===== src/rtl/nmf_pkg.sv =====
package nmf_pkg;

   // Field widths of the sample, coefficient and phase words.
   localparam int SAMPLE_W     = 16;
   localparam int COEF_W       = 18;
   localparam int PHASE_W      = 32;
   localparam int TAP_COUNT_W  = 7;
   localparam int COEF_SEL_W   = 6;
   localparam int CSR_IDX_W    = 8;
   localparam int CSR_DATA_W   = 32;

   // Rotator word: Q1.30 plus guard bits so no step can overflow.
   localparam int CORDIC_W     = 33;
   localparam int CORDIC_STEPS = 16;
   localparam int CORDIC_K_W   = 4;
   localparam logic signed [CORDIC_W-1:0] CORDIC_GAIN = 33'sd652032875;

   // Unity tap in Q1.16.
   localparam logic signed [COEF_W-1:0] COEF_ONE = 18'sd65536;

   // Register indexes of the control port.
   localparam logic [CSR_IDX_W-1:0] REG_PHASE_STEP = 8'd0;
   localparam logic [CSR_IDX_W-1:0] REG_TAP_COUNT  = 8'd1;
   localparam logic [CSR_IDX_W-1:0] REG_COEF_SEL   = 8'd2;
   localparam logic [CSR_IDX_W-1:0] REG_COEF_VALUE = 8'd3;

   typedef logic signed [SAMPLE_W-1:0] sample_type;
   typedef logic signed [COEF_W-1:0]   coef_type;
   typedef logic signed [CORDIC_W-1:0] cordic_val_type;

   typedef struct packed {
      sample_type re;
      sample_type im;
   } cplx_type;

   // Coefficient write broadcast to the tap cells.
   typedef struct packed {
      logic                  en;
      logic [COEF_SEL_W-1:0] sel;
      coef_type              value;
   } coef_wr_type;

   // Arc tangent of 2^-k in 2^-32 turns.
   function automatic cordic_val_type cordic_angle(input logic [CORDIC_K_W-1:0] k);
      case (k)
         4'd0:    return 33'sd536870912;
         4'd1:    return 33'sd316933406;
         4'd2:    return 33'sd167458907;
         4'd3:    return 33'sd85004757;
         4'd4:    return 33'sd42667331;
         4'd5:    return 33'sd21354465;
         4'd6:    return 33'sd10679838;
         4'd7:    return 33'sd5340245;
         4'd8:    return 33'sd2670163;
         4'd9:    return 33'sd1335087;
         4'd10:   return 33'sd667544;
         4'd11:   return 33'sd333772;
         4'd12:   return 33'sd166886;
         4'd13:   return 33'sd83443;
         4'd14:   return 33'sd41722;
         default: return 33'sd20861;
      endcase
   endfunction

   // Clamp a sign-extended value to the sample range.
   function automatic sample_type sat_sample(input logic signed [63:0] v);
      logic signed [63:0] hi;
      logic signed [63:0] lo;
      hi = 64'sd32767;
      lo = -64'sd32768;
      if (v > hi) begin
         return 16'sd32767;
      end else if (v < lo) begin
         return -16'sd32768;
      end
      return sample_type'(v);
   endfunction

endpackage


===== src/rtl/nmf_tap_cell.sv =====
module nmf_tap_cell #(
   parameter int IDX   = 0,
   parameter int ACC_W = 40
) (
   input  logic                          clock,
   input  logic                          reset,
   input  logic                          shift_en,
   input  logic                          clear,
   input  nmf_pkg::cplx_type             x_in,
   output nmf_pkg::cplx_type             x_out,
   input  nmf_pkg::coef_wr_type          coef_wr,
   input  logic [nmf_pkg::TAP_COUNT_W-1:0] tap_count,
   input  logic signed [ACC_W-1:0]       sum_i_in,
   input  logic signed [ACC_W-1:0]       sum_q_in,
   output logic signed [ACC_W-1:0]       sum_i_out,
   output logic signed [ACC_W-1:0]       sum_q_out
);
   import nmf_pkg::*;

   localparam int PROD_W = SAMPLE_W + COEF_W;
   localparam bit SEL_OK = IDX < (2 ** COEF_SEL_W);
   localparam logic [COEF_SEL_W-1:0]  SEL_V = COEF_SEL_W'(IDX);
   localparam logic [TAP_COUNT_W+1:0] IDX_V = (TAP_COUNT_W + 2)'(IDX);
   localparam coef_type COEF_RST = (IDX == 0) ? COEF_ONE : '0;

   cplx_type                 x_ff, x_nxt_in;
   coef_type                 coef_ff, coef_in;
   logic signed [PROD_W-1:0] prod_i_ff, prod_i_in;
   logic signed [PROD_W-1:0] prod_q_ff, prod_q_in;
   logic signed [ACC_W-1:0]  sum_i_ff, sum_i_in_nxt;
   logic signed [ACC_W-1:0]  sum_q_ff, sum_q_in_nxt;
   logic                     active;

   // History slot: shifts one place per sample, cleared at a block start.
   always_comb begin
      x_nxt_in = x_ff;
      if (shift_en) begin
         x_nxt_in = clear ? '0 : x_in;
      end
   end

   // Coefficient slot: takes a write addressed to this tap.
   always_comb begin
      coef_in = coef_ff;
      if (SEL_OK && coef_wr.en && (coef_wr.sel == SEL_V)) begin
         coef_in = coef_wr.value;
      end
   end

   // Tap product, zero when this tap lies beyond the taps in use.
   always_comb begin
      active    = {2'b00, tap_count} > IDX_V;
      prod_i_in = '0;
      prod_q_in = '0;
      if (active) begin
         prod_i_in = PROD_W'(signed'(x_ff.re)) * PROD_W'(coef_ff);
         prod_q_in = PROD_W'(signed'(x_ff.im)) * PROD_W'(coef_ff);
      end
      sum_i_in_nxt = sum_i_in + ACC_W'(prod_i_ff);
      sum_q_in_nxt = sum_q_in + ACC_W'(prod_q_ff);
   end

   always_ff @(posedge clock) begin
      prod_i_ff <= prod_i_in;
      prod_q_ff <= prod_q_in;
      sum_i_ff  <= sum_i_in_nxt;
      sum_q_ff  <= sum_q_in_nxt;
      if (reset) begin
         x_ff    <= '0;
         coef_ff <= COEF_RST;
      end else begin
         x_ff    <= x_nxt_in;
         coef_ff <= coef_in;
      end
   end

   assign x_out     = x_ff;
   assign sum_i_out = sum_i_ff;
   assign sum_q_out = sum_q_ff;

endmodule


===== config.mk =====
export PLATFORM = sky130hd
export DESIGN_NAME = nmf_tap_cell
export DESIGN_NICKNAME = d
export VERILOG_FILES = /design/src/rtl/nmf_pkg.sv /design/src/rtl/nmf_tap_cell.sv
export SDC_FILE = /design/constraint.sdc
export NUM_CORES = 2
export LEC_CHECK = 0
export BUFFER_PORTS_ARGS = -buffer_cell sky130_fd_sc_hd__buf_4
export CELL_PAD_IN_SITES_DETAIL_PLACEMENT = 1
export CELL_PAD_IN_SITES_GLOBAL_PLACEMENT = 1
export CORE_ASPECT_RATIO = 0.7
export CORE_MARGIN = 2
export CORE_UTILIZATION = 39
export DETAILED_ROUTE_END_ITERATION = 6
export PLACE_DENSITY_LB_ADDON = 0.1
export SYNTH_ARGS = -nofsm -noshare
export SYNTH_HDL_FRONTEND = slang
export SYNTH_SLANG_ARGS = --single-unit

===== constraint.sdc =====
create_clock -name clock -period 6.05 [get_ports clock]
set_input_delay 0.605 -clock clock [delete_from_list [all_inputs] [get_ports clock]]
set_output_delay 0.605 -clock clock [all_outputs]
set_load 0.005 [all_outputs]

* Yosys cells after proc, flatten, opt, wreduce, memory -nomap -nowiden
Cells that the tools add are included.
Cells by class: add/sub/neg operators 2, $mul 2, $lt $le $gt $ge 1, multiplexer cells 1, reductions and logical operators 2
Operators with widths (number):
- adder 40 x 34 -> 40 bit | 2
- multiplier 16 x 18 -> 34 bit | 2
- 2-to-1 mux 32 bit | 1
- > comparator 7 x 1 -> 1 bit (second input constant) | 1
- logical NOT 6 bit | 1
- logical AND 1 bit | 1
Storage, ports and cells: register bits after elaboration 198, bits of input ports 148, word-level logic and storage cells 15

* Depth between registers and ports, before layout
depth in word-level cells 2, depth in mapped cells 24, gate-level depth less buffers 22

* Worst setup path before layout
OpenSTA, ideal clock, no wires.
path type flip-flop to flip-flop, from register x_ff, in the netlist x_out[23], to register prod_i_ff[30], setup time 0.062 ns, arrival time 6.242 ns, slack -0.254 ns, stages on the path, launching flop included 23, period minus slack after synthesis 6.304 ns, cell sequence dfxtp_1 clkbuf_1 clkbuf_1 nand2_1 fa_1 inv_1 fa_1 fa_1 fa_1 fa_1 inv_1 fa_1 inv_1 ha_1 a21o_1 a21o_1 a21o_1 nor2b_1 or3_4 o2111ai_2 a31oi_1 or4_1 nand3_1
On the way: longest elaborated chain between the ends 1
Ends and longest elaborated chain:
- start: declaration | RTL line nmf_tap_cell.sv:26 | cplx_type x_ff, x_nxt_in;
- start signal: assignment | RTL line nmf_tap_cell.sv:72 | x_ff <= x_nxt_in;
- multiplier 16 x 18 -> 34 bit | RTL line nmf_tap_cell.sv:56 | prod_i_in = PROD_W'(signed'(x_ff.re)) * PROD_W'(coef_ff);
- end signal: assignment | RTL line nmf_tap_cell.sv:64 | prod_i_ff <= prod_i_in;
- end: declaration | RTL line nmf_tap_cell.sv:28 | logic signed [PROD_W-1:0] prod_i_ff, prod_i_in;
Every way passes these cells. A chain may end at the register's enable or synchronous reset.

* Final worst setup path
from register coef_ff[12], to register prod_i_ff[28]
On the way: longest elaborated chain between the ends 1
Ends and longest elaborated chain:
- start: declaration | RTL line nmf_tap_cell.sv:27 | coef_type coef_ff, coef_in;
- start signal: assignment | RTL line nmf_tap_cell.sv:73 | coef_ff <= coef_in;
- multiplier 16 x 18 -> 34 bit | RTL line nmf_tap_cell.sv:56
Every way passes these cells.

==> impl_metrics.toml <==
[timing]
timing.fmax_ghz = 0.163
grt_setup_unrepaired = "true"
finalHoldViolations = 0
post-route-min-period_ns = 6.13
worst_pin_slew_ns = 0.855
timing.hold.ws_ns = 0.298
timing.clock.skew_ns = 0.0152
worst_case_setup_margin_in_the_final_layout_ns = -0.0750
maxSlewHeadroom = 0.427
timing_max_transition_violations_final = 0
final_min_period_over_clock_period = 1.01
setup_viol = 3

[finish]
fill_cells = 8874
nets = 4784
layout.cell_area.non_filler_sq_mm = 0.0375
area.growth.synth_to_final_pct = 22.5
post_route_cells_drive_above_1_share = 0.201
antenna_cells_inserted = 0

[floorplanning]
floorplan.initialDensity = 0.396
die_width_um = 339
die_h_um = 238
die_area_sq_mm = 0.0807
placeableCoreArea_sq_mm = 0.0772
ios = 260
rows = 85

[job]
maxCapViolations = 0

[place]
numPortBuffers = 259
finalWeightedCongestion = 0.847
cell_area_after_placement_sq_mm = 0.0356
detailedPlacementHpwl_um = 72400

[routing]
drt-vias-per-instance = 4.97
route.vias.total = 24168
drt-total-wl_um = 86800
wl_per_cell_um = 17.9
detail-route-antenna-nets = 0
first_iter_violations = 1112
drcViolationCount = 0
detailedRoute.firstPassIterationCount = 5

[synth]
synth-async-reset-ratio = 0
synth.top_cell.area_share = 0.381
edff_count_synth = 0
synth-seq-area-share = 0.130
synth_largest_area_cell = "sky130_fd_sc_hd__fa_1"
synth.lib_cells_used.distinct = 76
postSynthRegisterBits = 198
synthMostInstantiatedCell = "sky130_fd_sc_hd__inv_1"
synth_nets = 4340
netlist_area_sq_mm = 0.0306
synth_common_cells = "sky130_fd_sc_hd__inv_1 (667), sky130_fd_sc_hd__fa_1 (582), sky130_fd_sc_hd__nand2_1 (305), sky130_fd_sc_hd__and2_1 (284), sky130_fd_sc_hd__ha_1 (250)"
netlist_top_cells_area = "sky130_fd_sc_hd__fa_1 (38%), sky130_fd_sc_hd__dfxtp_1 (13%), sky130_fd_sc_hd__ha_1 (10%)"
synthesis.yosys.warnings = 0
synthFlopType = "sky130_fd_sc_hd__dfxtp_1"
post_synth.cell_area_avg_sq_um = 9.10
synthCells = 3360

[clock_network]
htree_levels = 4
clock_insertion_delay_worst_skew_ns = 0.53
clock-sinks = 198
clock_tree_from_tritoncts = "done"
cts-hold-fix-buffers = 0
cts-buffers-inserted = 17
clk_root_buffer_cell = "sky130_fd_sc_hd__clkbuf_16"
max-clock-path-buffers = 2
clk_transition_reported_paths_ns = 0.09

[global_routing]
grt_antenna_before_repair = 2
grt_max_degree = 51
global_route.usage.total = 0.221
grt_overflow = 0
grt_first_pass_wirelength_um = 141000
first_global_vias = 26233

[power]
pwr-share-clk = 0.344
pwr-share-seq = 0.397
p_comb_frac = 0.259
power_switching_w = 0.00124
power.density_cell_area_mw_per_mm2 = 98.7
intPower_w = 0.00246
p_leak_nw = 19.4
sw_frac_of_total = 0.334
peakVddDrop_v = 0.000227

[critical_path]
reg2reg_setup_slack_ns = -0.08
criticalPathCategory = "flip-flop to flip-flop"
setup.worst_path.start_class = "flip-flop"
timing.critical_path.fanout_max = 10
cp_cell_sequence = "buf_12, and2_4, fa_1, inv_1, fa_1, fa_2, inv_1, fa_2, fa_1, inv_1, fa_1, inv_1, ha_2, a21o_1, a21o_1, a21o_1, nor2b_4, or3_4, o2111ai_4, buf_6, buf_6, a31oi_1, nor3_1, nor3_1"
timing.critical_path.slowest_cell_delay_ns = 0.57
timing.critical_path.to = "prod_i_ff[28]$_SDFF_PP0_"
worst_ep_arrival_time_ns = 6.50
r2r-end = "prod_i_ff[28]$_SDFF_PP0_"
worst-endpoint-required_ns = 6.43
crit-reg2reg-launch = "coef_ff[12]$_SDFFE_PP0P_"
rr_worst_depth = 24
crit_path_end_kind = "flip-flop"
timing.critical_path.slowest_stage_cell = "sky130_fd_sc_hd__fa_2"
worst_setup_path_start = "coef_ff[12]$_SDFFE_PP0P_"

[outcome]
run_status = "finished, violations left"
violations = "negative setup slack"

[min_path]
hold_class = "input port to flip-flop"
-- timing repair --
item,4_1_cts,5_1_grt
buffers inserted,6,28
resized for setup,78,163
endpoints found under the setup margin,27,26
gates cloned,1,2
pin swaps,17,93
-- worst max-delay path, delay by kind of cell, from the launching register on --
family,cells,cell delay [ns]
DFF,1,0.39
AOI/OAI and AO/OA,5,0.85
adders and majority gates,7,3.17
and+or+nand+nor,5,0.94
buffers and inverters,7,0.61
-- flip-flops by register name (all words and copies together), names as in the netlist --
register   count
coef_ff       18
prod_i_ff     34
prod_q_ff     34
sum_i_out     40
sum_q_out     40
x_out         32
-- routing by layer --
layer	track usage	up-vias	routed length, um
met5	0	-	0
met4	0.0331	0	620
met3	0.0390	29	4320
met2	0.339	429	38900
met1	0.330	12479	43000
li1	-	11231	-
-- layout make-up --
cell class                 instances  area (sq um)  area share
clock buffer                      17           425      0.0114
clock inverter                    15           199     0.00531
inverter                         667          2510      0.0669
multi-input combinational       2365         24200       0.647
sequential                       198          4060       0.109
tap                             1044          1310      0.0349
timing repair buffer             555          4720       0.126
-- worst min-delay path by stage --
stage	from	to	slack (ns)	cells past startpoint
CTS	sum_i_in[0]	sum_i_out[0]$_DFF_P_	0.26	2
finish	x_in[22]	x_out[22]$_SDFFE_PP0P_	0.30	3
global placement	prod_q_ff[0]$_SDFF_PP0_	sum_q_out[0]$_DFF_P_	0.43	1
floorplan	prod_i_ff[0]$_SDFF_PP0_	sum_i_out[0]$_DFF_P_	0.42	1
global route	sum_i_in[0]	sum_i_out[0]$_DFF_P_	0.29	2
detailed placement	prod_q_ff[0]$_SDFF_PP0_	sum_q_out[0]$_DFF_P_	0.44	1
-- placed cells by master (no fill, tap or decap), types with 24 or more instances in the layout --
master                      n
sky130_fd_sc_hd__and2_1   280
sky130_fd_sc_hd__xor2_1    40
sky130_fd_sc_hd__nor2b_1   37
sky130_fd_sc_hd__a21o_1    53
sky130_fd_sc_hd__nor2_1   180
sky130_fd_sc_hd__buf_12    29
sky130_fd_sc_hd__fa_1     558
sky130_fd_sc_hd__a21oi_1  122
sky130_fd_sc_hd__nand2_1  301
sky130_fd_sc_hd__buf_4    493
sky130_fd_sc_hd__nor3_1    33
sky130_fd_sc_hd__nand3_1   29
sky130_fd_sc_hd__ha_1     231
sky130_fd_sc_hd__o21ai_0   48
sky130_fd_sc_hd__xnor2_1   87
sky130_fd_sc_hd__dfxtp_1  160
sky130_fd_sc_hd__o21a_1    28
sky130_fd_sc_hd__inv_1    654
sky130_fd_sc_hd__fa_2      24
-- power groups by stage --
stage / registers (W) / logic, W / clock network, W
after floorplan: 0.00150 / 0.000496 / 0
after global placement: 0.00150 / 0.000906 / 0
after detailed placement: 0.00151 / 0.000939 / 0
after CTS: 0.00147 / 0.000947 / 0.00134
after global routing: 0.00148 / 0.00106 / 0.00137
final: 0.00147 / 0.000957 / 0.00127
-- per-stage QoR --
step	TNS [ns]	util	total power, W	instances	setup WS (ns)
5_1_grt	-1.54	0.485	0.00391	4861	-0.271
4_1_cts	-0.0975	0.474	0.00376	4832	-0.0460
3_5_place_dp	-7.17	0.461	0.00244	4793	-0.624
2_1_floorplan	0	-	0.00199	3360	0.000392
6_report	-0.149	0.485	0.00370	4861	-0.0750
3_3_place_gp	-4.02	0.461	0.00241	4793	-0.383
-- kinds of logic after synthesis --
family / share of synthesized area
AND/OR/NAND/NOR: 0.157
adder cells (fa/ha/maj): 0.483
buffers and inverters: 0.0980
AO/OA/AOI/OAI: 0.0890
flip-flops: 0.130
XOR/XNOR: 0.0364
multiplexers: 0.00622
No activity file was read; power rests on OpenSTA's default activity.
