### config.mk
export PLATFORM = sky130hd
export DESIGN_NAME = nmf_cordic
export DESIGN_NICKNAME = d
export VERILOG_FILES = /design/src/rtl/nmf_pkg.sv /design/src/rtl/nmf_cordic.sv
export SDC_FILE = /design/constraint.sdc
export NUM_CORES = 1
export LEC_CHECK = 0
export BUFFER_PORTS_ARGS = -buffer_cell sky130_fd_sc_hd__buf_2
export CAP_MARGIN = 15
export CORE_MARGIN = 8
export CORE_UTILIZATION = 40
export DETAILED_ROUTE_END_ITERATION = 10
export PLACE_DENSITY = 0.55
export SYNTH_ARGS = -nofsm -noshare
export SYNTH_HDL_FRONTEND = slang
export SYNTH_SLANG_ARGS = --single-unit
### constraint.sdc
create_clock -name clock -period 7.6 [get_ports clock]
set_input_delay 1.9 -clock clock [delete_from_list [all_inputs] [get_ports clock]]
set_output_delay 1.9 -clock clock [all_outputs]
set_load 0.005 [all_outputs]
### src/rtl/nmf_pkg.sv
package nmf_pkg;

   // Field widths of the sample, coefficient and phase words.
   localparam int SAMPLE_W     = 16;
   localparam int COEF_W       = 18;
   localparam int PHASE_W      = 32;
   localparam int TAP_COUNT_W  = 7;
   localparam int COEF_SEL_W   = 6;
   localparam int CSR_IDX_W    = 8;
   localparam int CSR_DATA_W   = 32;

   // Rotator word: Q1.30 plus guard bits so no step can overflow.
   localparam int CORDIC_W     = 33;
   localparam int CORDIC_STEPS = 16;
   localparam int CORDIC_K_W   = 4;
   localparam logic signed [CORDIC_W-1:0] CORDIC_GAIN = 33'sd652032875;

   // Unity tap in Q1.16.
   localparam logic signed [COEF_W-1:0] COEF_ONE = 18'sd65536;

   // Register indexes of the control port.
   localparam logic [CSR_IDX_W-1:0] REG_PHASE_STEP = 8'd0;
   localparam logic [CSR_IDX_W-1:0] REG_TAP_COUNT  = 8'd1;
   localparam logic [CSR_IDX_W-1:0] REG_COEF_SEL   = 8'd2;
   localparam logic [CSR_IDX_W-1:0] REG_COEF_VALUE = 8'd3;

   typedef logic signed [SAMPLE_W-1:0] sample_type;
   typedef logic signed [COEF_W-1:0]   coef_type;
   typedef logic signed [CORDIC_W-1:0] cordic_val_type;

   typedef struct packed {
      sample_type re;
      sample_type im;
   } cplx_type;

   // Coefficient write broadcast to the tap cells.
   typedef struct packed {
      logic                  en;
      logic [COEF_SEL_W-1:0] sel;
      coef_type              value;
   } coef_wr_type;

   // Arc tangent of 2^-k in 2^-32 turns.
   function automatic cordic_val_type cordic_angle(input logic [CORDIC_K_W-1:0] k);
      case (k)
         4'd0:    return 33'sd536870912;
         4'd1:    return 33'sd316933406;
         4'd2:    return 33'sd167458907;
         4'd3:    return 33'sd85004757;
         4'd4:    return 33'sd42667331;
         4'd5:    return 33'sd21354465;
         4'd6:    return 33'sd10679838;
         4'd7:    return 33'sd5340245;
         4'd8:    return 33'sd2670163;
         4'd9:    return 33'sd1335087;
         4'd10:   return 33'sd667544;
         4'd11:   return 33'sd333772;
         4'd12:   return 33'sd166886;
         4'd13:   return 33'sd83443;
         4'd14:   return 33'sd41722;
         default: return 33'sd20861;
      endcase
   endfunction

   // Clamp a sign-extended value to the sample range.
   function automatic sample_type sat_sample(input logic signed [63:0] v);
      logic signed [63:0] hi;
      logic signed [63:0] lo;
      hi = 64'sd32767;
      lo = -64'sd32768;
      if (v > hi) begin
         return 16'sd32767;
      end else if (v < lo) begin
         return -16'sd32768;
      end
      return sample_type'(v);
   endfunction

endpackage

### src/rtl/nmf_cordic.sv
module nmf_cordic (
   input  logic                   clock,
   input  logic                   reset,
   input  logic                   start,
   input  logic [nmf_pkg::PHASE_W-1:0] phase,
   output logic                   done,
   output nmf_pkg::cordic_val_type cos_val,
   output nmf_pkg::cordic_val_type sin_val
);
   import nmf_pkg::*;

   localparam logic [CORDIC_K_W-1:0] LAST_STEP = CORDIC_K_W'(CORDIC_STEPS - 1);

   cordic_val_type          x_ff, x_in;
   cordic_val_type          y_ff, y_in;
   cordic_val_type          z_ff, z_in;
   cordic_val_type          cos_ff, cos_in;
   cordic_val_type          sin_ff, sin_in;
   logic [CORDIC_K_W-1:0]   k_ff, k_in;
   logic                    busy_ff, busy_in;
   logic                    fin_ff, fin_in;
   logic                    done_ff, done_in;
   logic                    flip_ff, flip_in;

   logic                    fold;
   logic [PHASE_W-1:0]      folded;
   cordic_val_type          x_sh;
   cordic_val_type          y_sh;
   cordic_val_type          ang;

   // Fold the second and third quadrants onto the first and fourth.
   always_comb begin
      fold   = phase[PHASE_W-1] ^ phase[PHASE_W-2];
      folded = {phase[PHASE_W-1] ^ fold, phase[PHASE_W-2:0]};
      x_sh   = x_ff >>> k_ff;
      y_sh   = y_ff >>> k_ff;
      ang    = cordic_angle(k_ff);
   end

   // One rotation step per cycle; the direction follows the residual angle.
   always_comb begin
      x_in    = x_ff;
      y_in    = y_ff;
      z_in    = z_ff;
      k_in    = k_ff;
      busy_in = busy_ff;
      flip_in = flip_ff;
      fin_in  = 1'b0;
      if (start) begin
         x_in    = CORDIC_GAIN;
         y_in    = '0;
         z_in    = CORDIC_W'(signed'(folded));
         k_in    = '0;
         busy_in = 1'b1;
         flip_in = fold;
      end else if (busy_ff) begin
         if (!z_ff[CORDIC_W-1]) begin
            x_in = x_ff - y_sh;
            y_in = y_ff + x_sh;
            z_in = z_ff - ang;
         end else begin
            x_in = x_ff + y_sh;
            y_in = y_ff - x_sh;
            z_in = z_ff + ang;
         end
         k_in = k_ff + 1'b1;
         if (k_ff == LAST_STEP) begin
            busy_in = 1'b0;
            fin_in  = 1'b1;
         end
      end
   end

   // Undo the fold on the way out.
   always_comb begin
      cos_in  = cos_ff;
      sin_in  = sin_ff;
      done_in = fin_ff;
      if (fin_ff) begin
         cos_in = flip_ff ? -x_ff : x_ff;
         sin_in = flip_ff ? -y_ff : y_ff;
      end
   end

   always_ff @(posedge clock) begin
      x_ff    <= x_in;
      y_ff    <= y_in;
      z_ff    <= z_in;
      flip_ff <= flip_in;
      cos_ff  <= cos_in;
      sin_ff  <= sin_in;
      if (reset) begin
         k_ff    <= '0;
         busy_ff <= 1'b0;
         fin_ff  <= 1'b0;
         done_ff <= 1'b0;
      end else begin
         k_ff    <= k_in;
         busy_ff <= busy_in;
         fin_ff  <= fin_in;
         done_ff <= done_in;
      end
   end

   assign done    = done_ff;
   assign cos_val = cos_ff;
   assign sin_val = sin_ff;

endmodule

# After elaboration in Yosys (flattened, before gate mapping)
# Memories as Yosys holds them, arrays and structs flattened. A register that Yosys moved wholly into a read port is not among the register bits.
# Index checks and enable logic that the tools add are counted.
dict set report classes {
  n_eq_ne 1
  add_sub_neg 9
  n_mux 13
  bitwise_logic 3
  reduce_logical 3
  shifts 2
}
# cell n
set op_table {}
lappend op_table {{2-to-1 mux 33 bit} 7}
lappend op_table {{adder 33 bit} 3}
lappend op_table {{subtractor 33 bit} 3}
lappend op_table {{negation 33 bit} 2}
lappend op_table {{>>> shifter 33 x 4 -> 33 bit} 2}
lappend op_table {{2-to-1 mux 4 bit} 2}
lappend op_table {{adder 4 x 1 -> 4 bit, second input constant} 1}
lappend op_table {{equality test 4 bit, second input constant} 1}
lappend op_table {{2-to-1 mux 1 bit} 4}
lappend op_table {{OR reduction 3 bit} 1}
lappend op_table {{nonzero test 2 bit} 1}
lappend op_table {{OR reduction 2 bit} 1}
lappend op_table {{XOR 1 bit} 2}
lappend op_table {{NOT 1 bit} 1}
dict set report totals {
  rom_bits 480
  ff_bits 173
  mem_count 1
  inputBits 35
}
# name depth width read_ports rd_ports_with_merged_regs write_ports line_no
set memory_table {}
lappend memory_table {{(no name shown)} 16 30 1 1 0 nmf_pkg.sv:45} ;# case (k)

# Logic depth before layout (Yosys ltp)
dict set report logic_depth {
  word_depth 4
  ltp_mapped 28
  depth_no_buf 22
}

# Least setup slack after synthesis
# Ideal clock, no wire load.
dict set report synth_path {
  kind {reg-to-reg}
  start {reg k_ff[0]}
  end {reg x_ff[32]}
  synth_period_minus_slack_ps 5678
  n_path_buf 9
  path_stages_with_launch 29
  t_arrival_ps 5550
  t_required_ps 7472
  path_slack_ps 1922
  cell_sequence {dfxtp_1 clkbuf_1 buf_2 buf_2 buf_4 buf_2 buf_1 clkbuf_1 o21ai_0 mux2i_1 ha_1 and3_1 clkbuf_1 and3_1 and2_1 buf_2 a21oi_1 a21oi_1 o22ai_1 ha_1 nor2b_1 o21ai_0 nand2b_1 a2111oi_0 o221ai_1 xnor3_1 nand2_1 xor2_1 nor2_1}
}
dict set report synth_between {
  elab_chain_cells 3
}
# item line_no
set synth_rtl {}
lappend synth_rtl {{from (decl)} nmf_cordic.sv:19} ;# logic [CORDIC_K_W-1:0] k_ff, k_in;
lappend synth_rtl {{from (signal assigned)} nmf_cordic.sv:98} ;# k_ff <= k_in;
lappend synth_rtl {{>>> shifter 33 x 4 -> 33 bit *} nmf_cordic.sv:36} ;# y_sh = y_ff >>> k_ff;
lappend synth_rtl {{subtractor 33 bit / adder 33 bit (equally long branches)} {nmf_cordic.sv:58, nmf_cordic.sv:62}}
lappend synth_rtl {{2-to-1 mux 33 bit *} nmf_cordic.sv:57} ;# if (!z_ff[CORDIC_W-1]) begin
lappend synth_rtl {{to (signal assigned)} nmf_cordic.sv:86} ;# x_ff <= x_in;
lappend synth_rtl {{to (decl)} nmf_cordic.sv:14} ;# cordic_val_type x_ff, x_in;
# Every way passes the cells marked *; elsewhere a longest branch is shown, timed or not.
# A chain may end at the register's enable or synchronous reset.

# Worst setup path after layout
dict set report layout_path {
  start {reg k_ff[1]}
  end {reg y_ff[32]}
}
dict set report layout_between {
  elab_chain_cells 3
}
# item line_no
set layout_rtl {}
lappend layout_rtl {{>>> shifter 33 x 4 -> 33 bit *} nmf_cordic.sv:35} ;# x_sh = x_ff >>> k_ff;
lappend layout_rtl {{adder 33 bit / subtractor 33 bit (equally long branches)} {nmf_cordic.sv:59, nmf_cordic.sv:63}}
lappend layout_rtl {{2-to-1 mux 33 bit *} nmf_cordic.sv:57}
lappend layout_rtl {{to (signal assigned)} nmf_cordic.sv:87} ;# y_ff <= y_in;
lappend layout_rtl {{to (decl)} nmf_cordic.sv:15} ;# cordic_val_type y_ff, y_in;
# Marks and branches as above.

==> impl_metrics.ini <==
[synth]
yosys.cell_types.count = 90
ys_ff_latch = 203
compound_gate_portion_of_the_synthesized_area_pct = 20.3
syn-cell-area_sq_mm = 0.0191
synth.yosys.warnings = 0
synth_edf_count = 100
synth-main-ff-cell = sky130_fd_sc_hd__dfxtp_1
area_fraction_in_and_or_nand_and_nor_cells_after_synthesis_pct = 15.6
yosysTopAreaCell = sky130_fd_sc_hd__edfxtp_1
post_synth_fa_ha_maj_area_fraction_pct = 7.54
main_combinational_cell_family_by_area_after_synthesis = compound AO/OA/AOI/OAI gates
post_synth_mux_area_share_pct = 14.4
post_synth_main_area_contributors = sky130_fd_sc_hd__edfxtp_1, sky130_fd_sc_hd__dfxtp_1, sky130_fd_sc_hd__xnor2_1, sky130_fd_sc_hd__ha_1, sky130_fd_sc_hd__mux4_2
mappedNetlistNets = 2366
synthDominantCellAreaShare_pct = 15.8
async_set_reset_flop_share_out_of_synthesis_pct = 0
post_synthesis_share_of_cell_area_spent_on_xor_and_xnor_gates_pct = 10.9
avgSynthCellArea_sq_um = 8.59
netlist_instances = 2218
synth-seq-area-share_pct = 26.6

[sta]
hold_viol = 0
tightest_slew_ns = 0.950
final_worst_path_cycle_share_pct = 81.2
layout_setup_ws_ns = 1.43
setup_skew_after_layout_ns = 0.0112
slew_viol_final = 0
rsz0062_at_grt = no
worst_slew_margin_rel_pct = 36.1
maxClockFrequency_mhz = 162
setup_viol = 0
final.min_clock_period_ns = 6.17
totalNegativeSetupSlack_ns = 0

[grt]
grt_pass1_vias = 16100
grt_first_pass_wirelength_um = 88700
pin_count_of_the_biggest_net_entering_global_routing = 74
antenna_violations_before_repair = 0
global_route.overflow_total = 0
grt.total_usage_pct = 20.1

[floorplan]
rows = 80
initial_utilization_pct = 40.3
fp.dieArea_sq_mm = 0.0549
die_w_um = 234
floorplan.io_pins = 102
die_y_um = 234
fp.coreArea_sq_mm = 0.0473

[clock_tree]
register_clock_pin_slew_on_the_reported_worst_setup_and_hold_paths_ns = 0.06
cts_num_sinks = 203
clk_latency_ns = 0.57
ctsRootBufferMaster = sky130_fd_sc_hd__clkbuf_16
cts_buffers = 25
htreeDepth = 1
cts_hold_buffers = 0
clock_tree_from_tritoncts = yes
clockBufferDepth = 3
cells_resized_by_post_cts_repair = 0
cts.repair_timing.setup_buffer_count = 0

[drt]
number_of_remaining_drc_errors = 0
detail_route.iter0.violations = 1191
detailroute.via_count = 16600
drt-vias-per-instance = 5.82
drt_pre_antenna_iters = 5
postRouteWirelength_um = 56600
detail-route-antenna-nets = 0
route.detailed.wl_per_inst_um = 19.9

[layout]
layout_common_cells = sky130_fd_sc_hd__nand2_1, sky130_fd_sc_hd__a21oi_1, sky130_fd_sc_hd__nor2_1
diodes = 0
area_growth_pct = 8.80
most_frequent_standard_cell_in_the_layout_excluding_fill_and_tap_cells = sky130_fd_sc_hd__nand2_1
final_net_count = 2360
drive_above_1_share_pct = 12.8

[worst_setup_path]
crit_start = k_ff[1]
critPathArrivalTime_ns = 6.62
reg2reg_to = y_ff[32]
worstReg2RegStart = k_ff[1]
critical_path_peak_fanout = 47
worstSetupPathType = reg2reg
rrSetupSlack_ns = 1.43
worst-endpoint-required_ns = 8.05
rr_worst_depth = 22
critPathCaptureType = flip-flop
crit_path_start_kind = flip-flop

[power_and_ir_drop]
vdd_drop_max_mv = 0.195
leakage_nw = 8.25
power_density_mw_per_mm2 = 411

[worst_hold_path]
min_delay_worst_endpoint = cos_val[0]
hp_start = x_ff[0]
min_delay_path_depth = 0
worstHoldPathType = reg2reg

[run]
timing.max_cap.violations = 0

[outcome]
status = completed

[placement]
gp_congestion = 0.894
dp_hpwl_um = 42000
port-buffer-count = 101
pre_cts_slack_ns = 1.45
## where the power goes
group / total [mW] / switching [mW] / internal, mW
clock: 1.28 / 0.506 / 0.777
sequential: 1.94 / 0.514 / 1.42
combinational: 5.31 / 2.92 / 2.39
total: 8.53 / 3.94 / 4.59
## sequential cells by signal, indices dropped and copies added, names as in the netlist, 4 cells and up
register and count:
y_ff 33, x_ff 33, sin_val 33, cos_val 33, k_ff 4, z_ff 33
ang 30
## stage by stage
step / power, mW / utilization, % / hold WS (ns) / instances / instance area, sq um
final: 8.53 / 43.8 / 0.552 / 2846 / 20700
after global routing: 9.24 / 43.8 / 0.566 / 2846 / 20700
after detailed placement: 7.20 / 41.9 / 0.548 / 2800 / 19800
after floorplan: 6.04 / - / 0.476 / 2218 / 19100
after CTS: 8.53 / 43.8 / 0.556 / 2846 / 20700
after global placement: 7.16 / 41.9 / 0.547 / 2800 / 19800
## cell families (layout without fill, tap and decap cells)
kind of cell | Yosys count | count (layout)
AND/OR/NAND/NOR | 633 | 633
XOR/XNOR | 235 | 235
adder cells (fa/ha/maj) | 113 | 113
flip-flops | 203 | 203
AO/OA/AOI/OAI | 621 | 621
multiplexers | 199 | 199
buffers and inverters | 214 | 227
## synth_stat cells (13+ instances only)
library cell                 n
sky130_fd_sc_hd__nand2b_1   29
sky130_fd_sc_hd__a31oi_1    18
sky130_fd_sc_hd__buf_1      15
sky130_fd_sc_hd__o31ai_1    28
sky130_fd_sc_hd__o21a_1     21
sky130_fd_sc_hd__and2_1     15
sky130_fd_sc_hd__nand4_1    15
sky130_fd_sc_hd__nand2_1   222
sky130_fd_sc_hd__o21ai_0   168
sky130_fd_sc_hd__dfxtp_1   103
sky130_fd_sc_hd__mux2i_1   107
sky130_fd_sc_hd__clkbuf_1  109
sky130_fd_sc_hd__xor2_1     75
sky130_fd_sc_hd__inv_1      54
sky130_fd_sc_hd__a211oi_1   18
sky130_fd_sc_hd__buf_2      21
sky130_fd_sc_hd__or3_1      13
sky130_fd_sc_hd__nor2_1    178
sky130_fd_sc_hd__ha_1      110
sky130_fd_sc_hd__a21o_1     50
sky130_fd_sc_hd__and3_1     14
sky130_fd_sc_hd__edfxtp_1  100
sky130_fd_sc_hd__nor2b_1    18
sky130_fd_sc_hd__a21oi_1   186
sky130_fd_sc_hd__mux4_2     56
sky130_fd_sc_hd__o211ai_1   16
sky130_fd_sc_hd__mux2_2     33
sky130_fd_sc_hd__nand3_1    31
sky130_fd_sc_hd__nor3_1     37
sky130_fd_sc_hd__xnor2_1   159
## how the worst max path moves through the flow
stage	slack [ns]	depth (start not counted)	endpoint
CTS	1.41	22	y_ff[32]
floorplan	1.92	28	x_ff[32]
detailed placement	1.45	21	x_ff[32]
finish	1.43	22	y_ff[32]
global route	0.82	22	y_ff[32]
global placement	1.51	21	x_ff[32]
## per-layer routing
layer	vias to the layer above	track usage, %	wire length (um)
li1	8121	-	-
met1	7929	25.7	24800
met2	423	35.2	27600
met3	93	1.97	2490
met4	0	6.23	1720
met5	-	0	0
## area by class of cell
| type | instances | area [sq um] |
|---|---|---|
| fill | 4729 | 26600 |
| clock buffer | 35 | 767 |
| inverter | 58 | 218 |
| tap | 615 | 769 |
| sequential | 203 | 5080 |
| timing repair buffer | 123 | 673 |
| multi-input combinational | 1801 | 13100 |
| clock inverter | 11 | 128 |
## worst max-delay path: stages, from the launching register on
cell	delay, ns
sky130_fd_sc_hd__dfxtp_4	0.82
sky130_fd_sc_hd__buf_4	0.49
sky130_fd_sc_hd__mux4_2	0.54
sky130_fd_sc_hd__mux2_2	0.30
sky130_fd_sc_hd__or2_1	0.22
sky130_fd_sc_hd__o21ai_0	0.12
sky130_fd_sc_hd__ha_1	0.26
sky130_fd_sc_hd__nand4_1	0.24
sky130_fd_sc_hd__nor3b_1	0.53
sky130_fd_sc_hd__nand3_1	0.21
sky130_fd_sc_hd__nor2_1	0.14
sky130_fd_sc_hd__nor2_1	0.05
sky130_fd_sc_hd__xor2_1	0.17
sky130_fd_sc_hd__ha_1	0.36
sky130_fd_sc_hd__o21ai_0	0.12
sky130_fd_sc_hd__a21oi_1	0.18
sky130_fd_sc_hd__nand4_1	0.11
sky130_fd_sc_hd__a21oi_1	0.19
sky130_fd_sc_hd__o221ai_1	0.24
sky130_fd_sc_hd__o21ai_0	0.27
sky130_fd_sc_hd__xnor2_1	0.18
sky130_fd_sc_hd__a21oi_1	0.10
sky130_fd_sc_hd__a31o_1	0.19
Note: power is estimated with default switching activity, not from simulation.
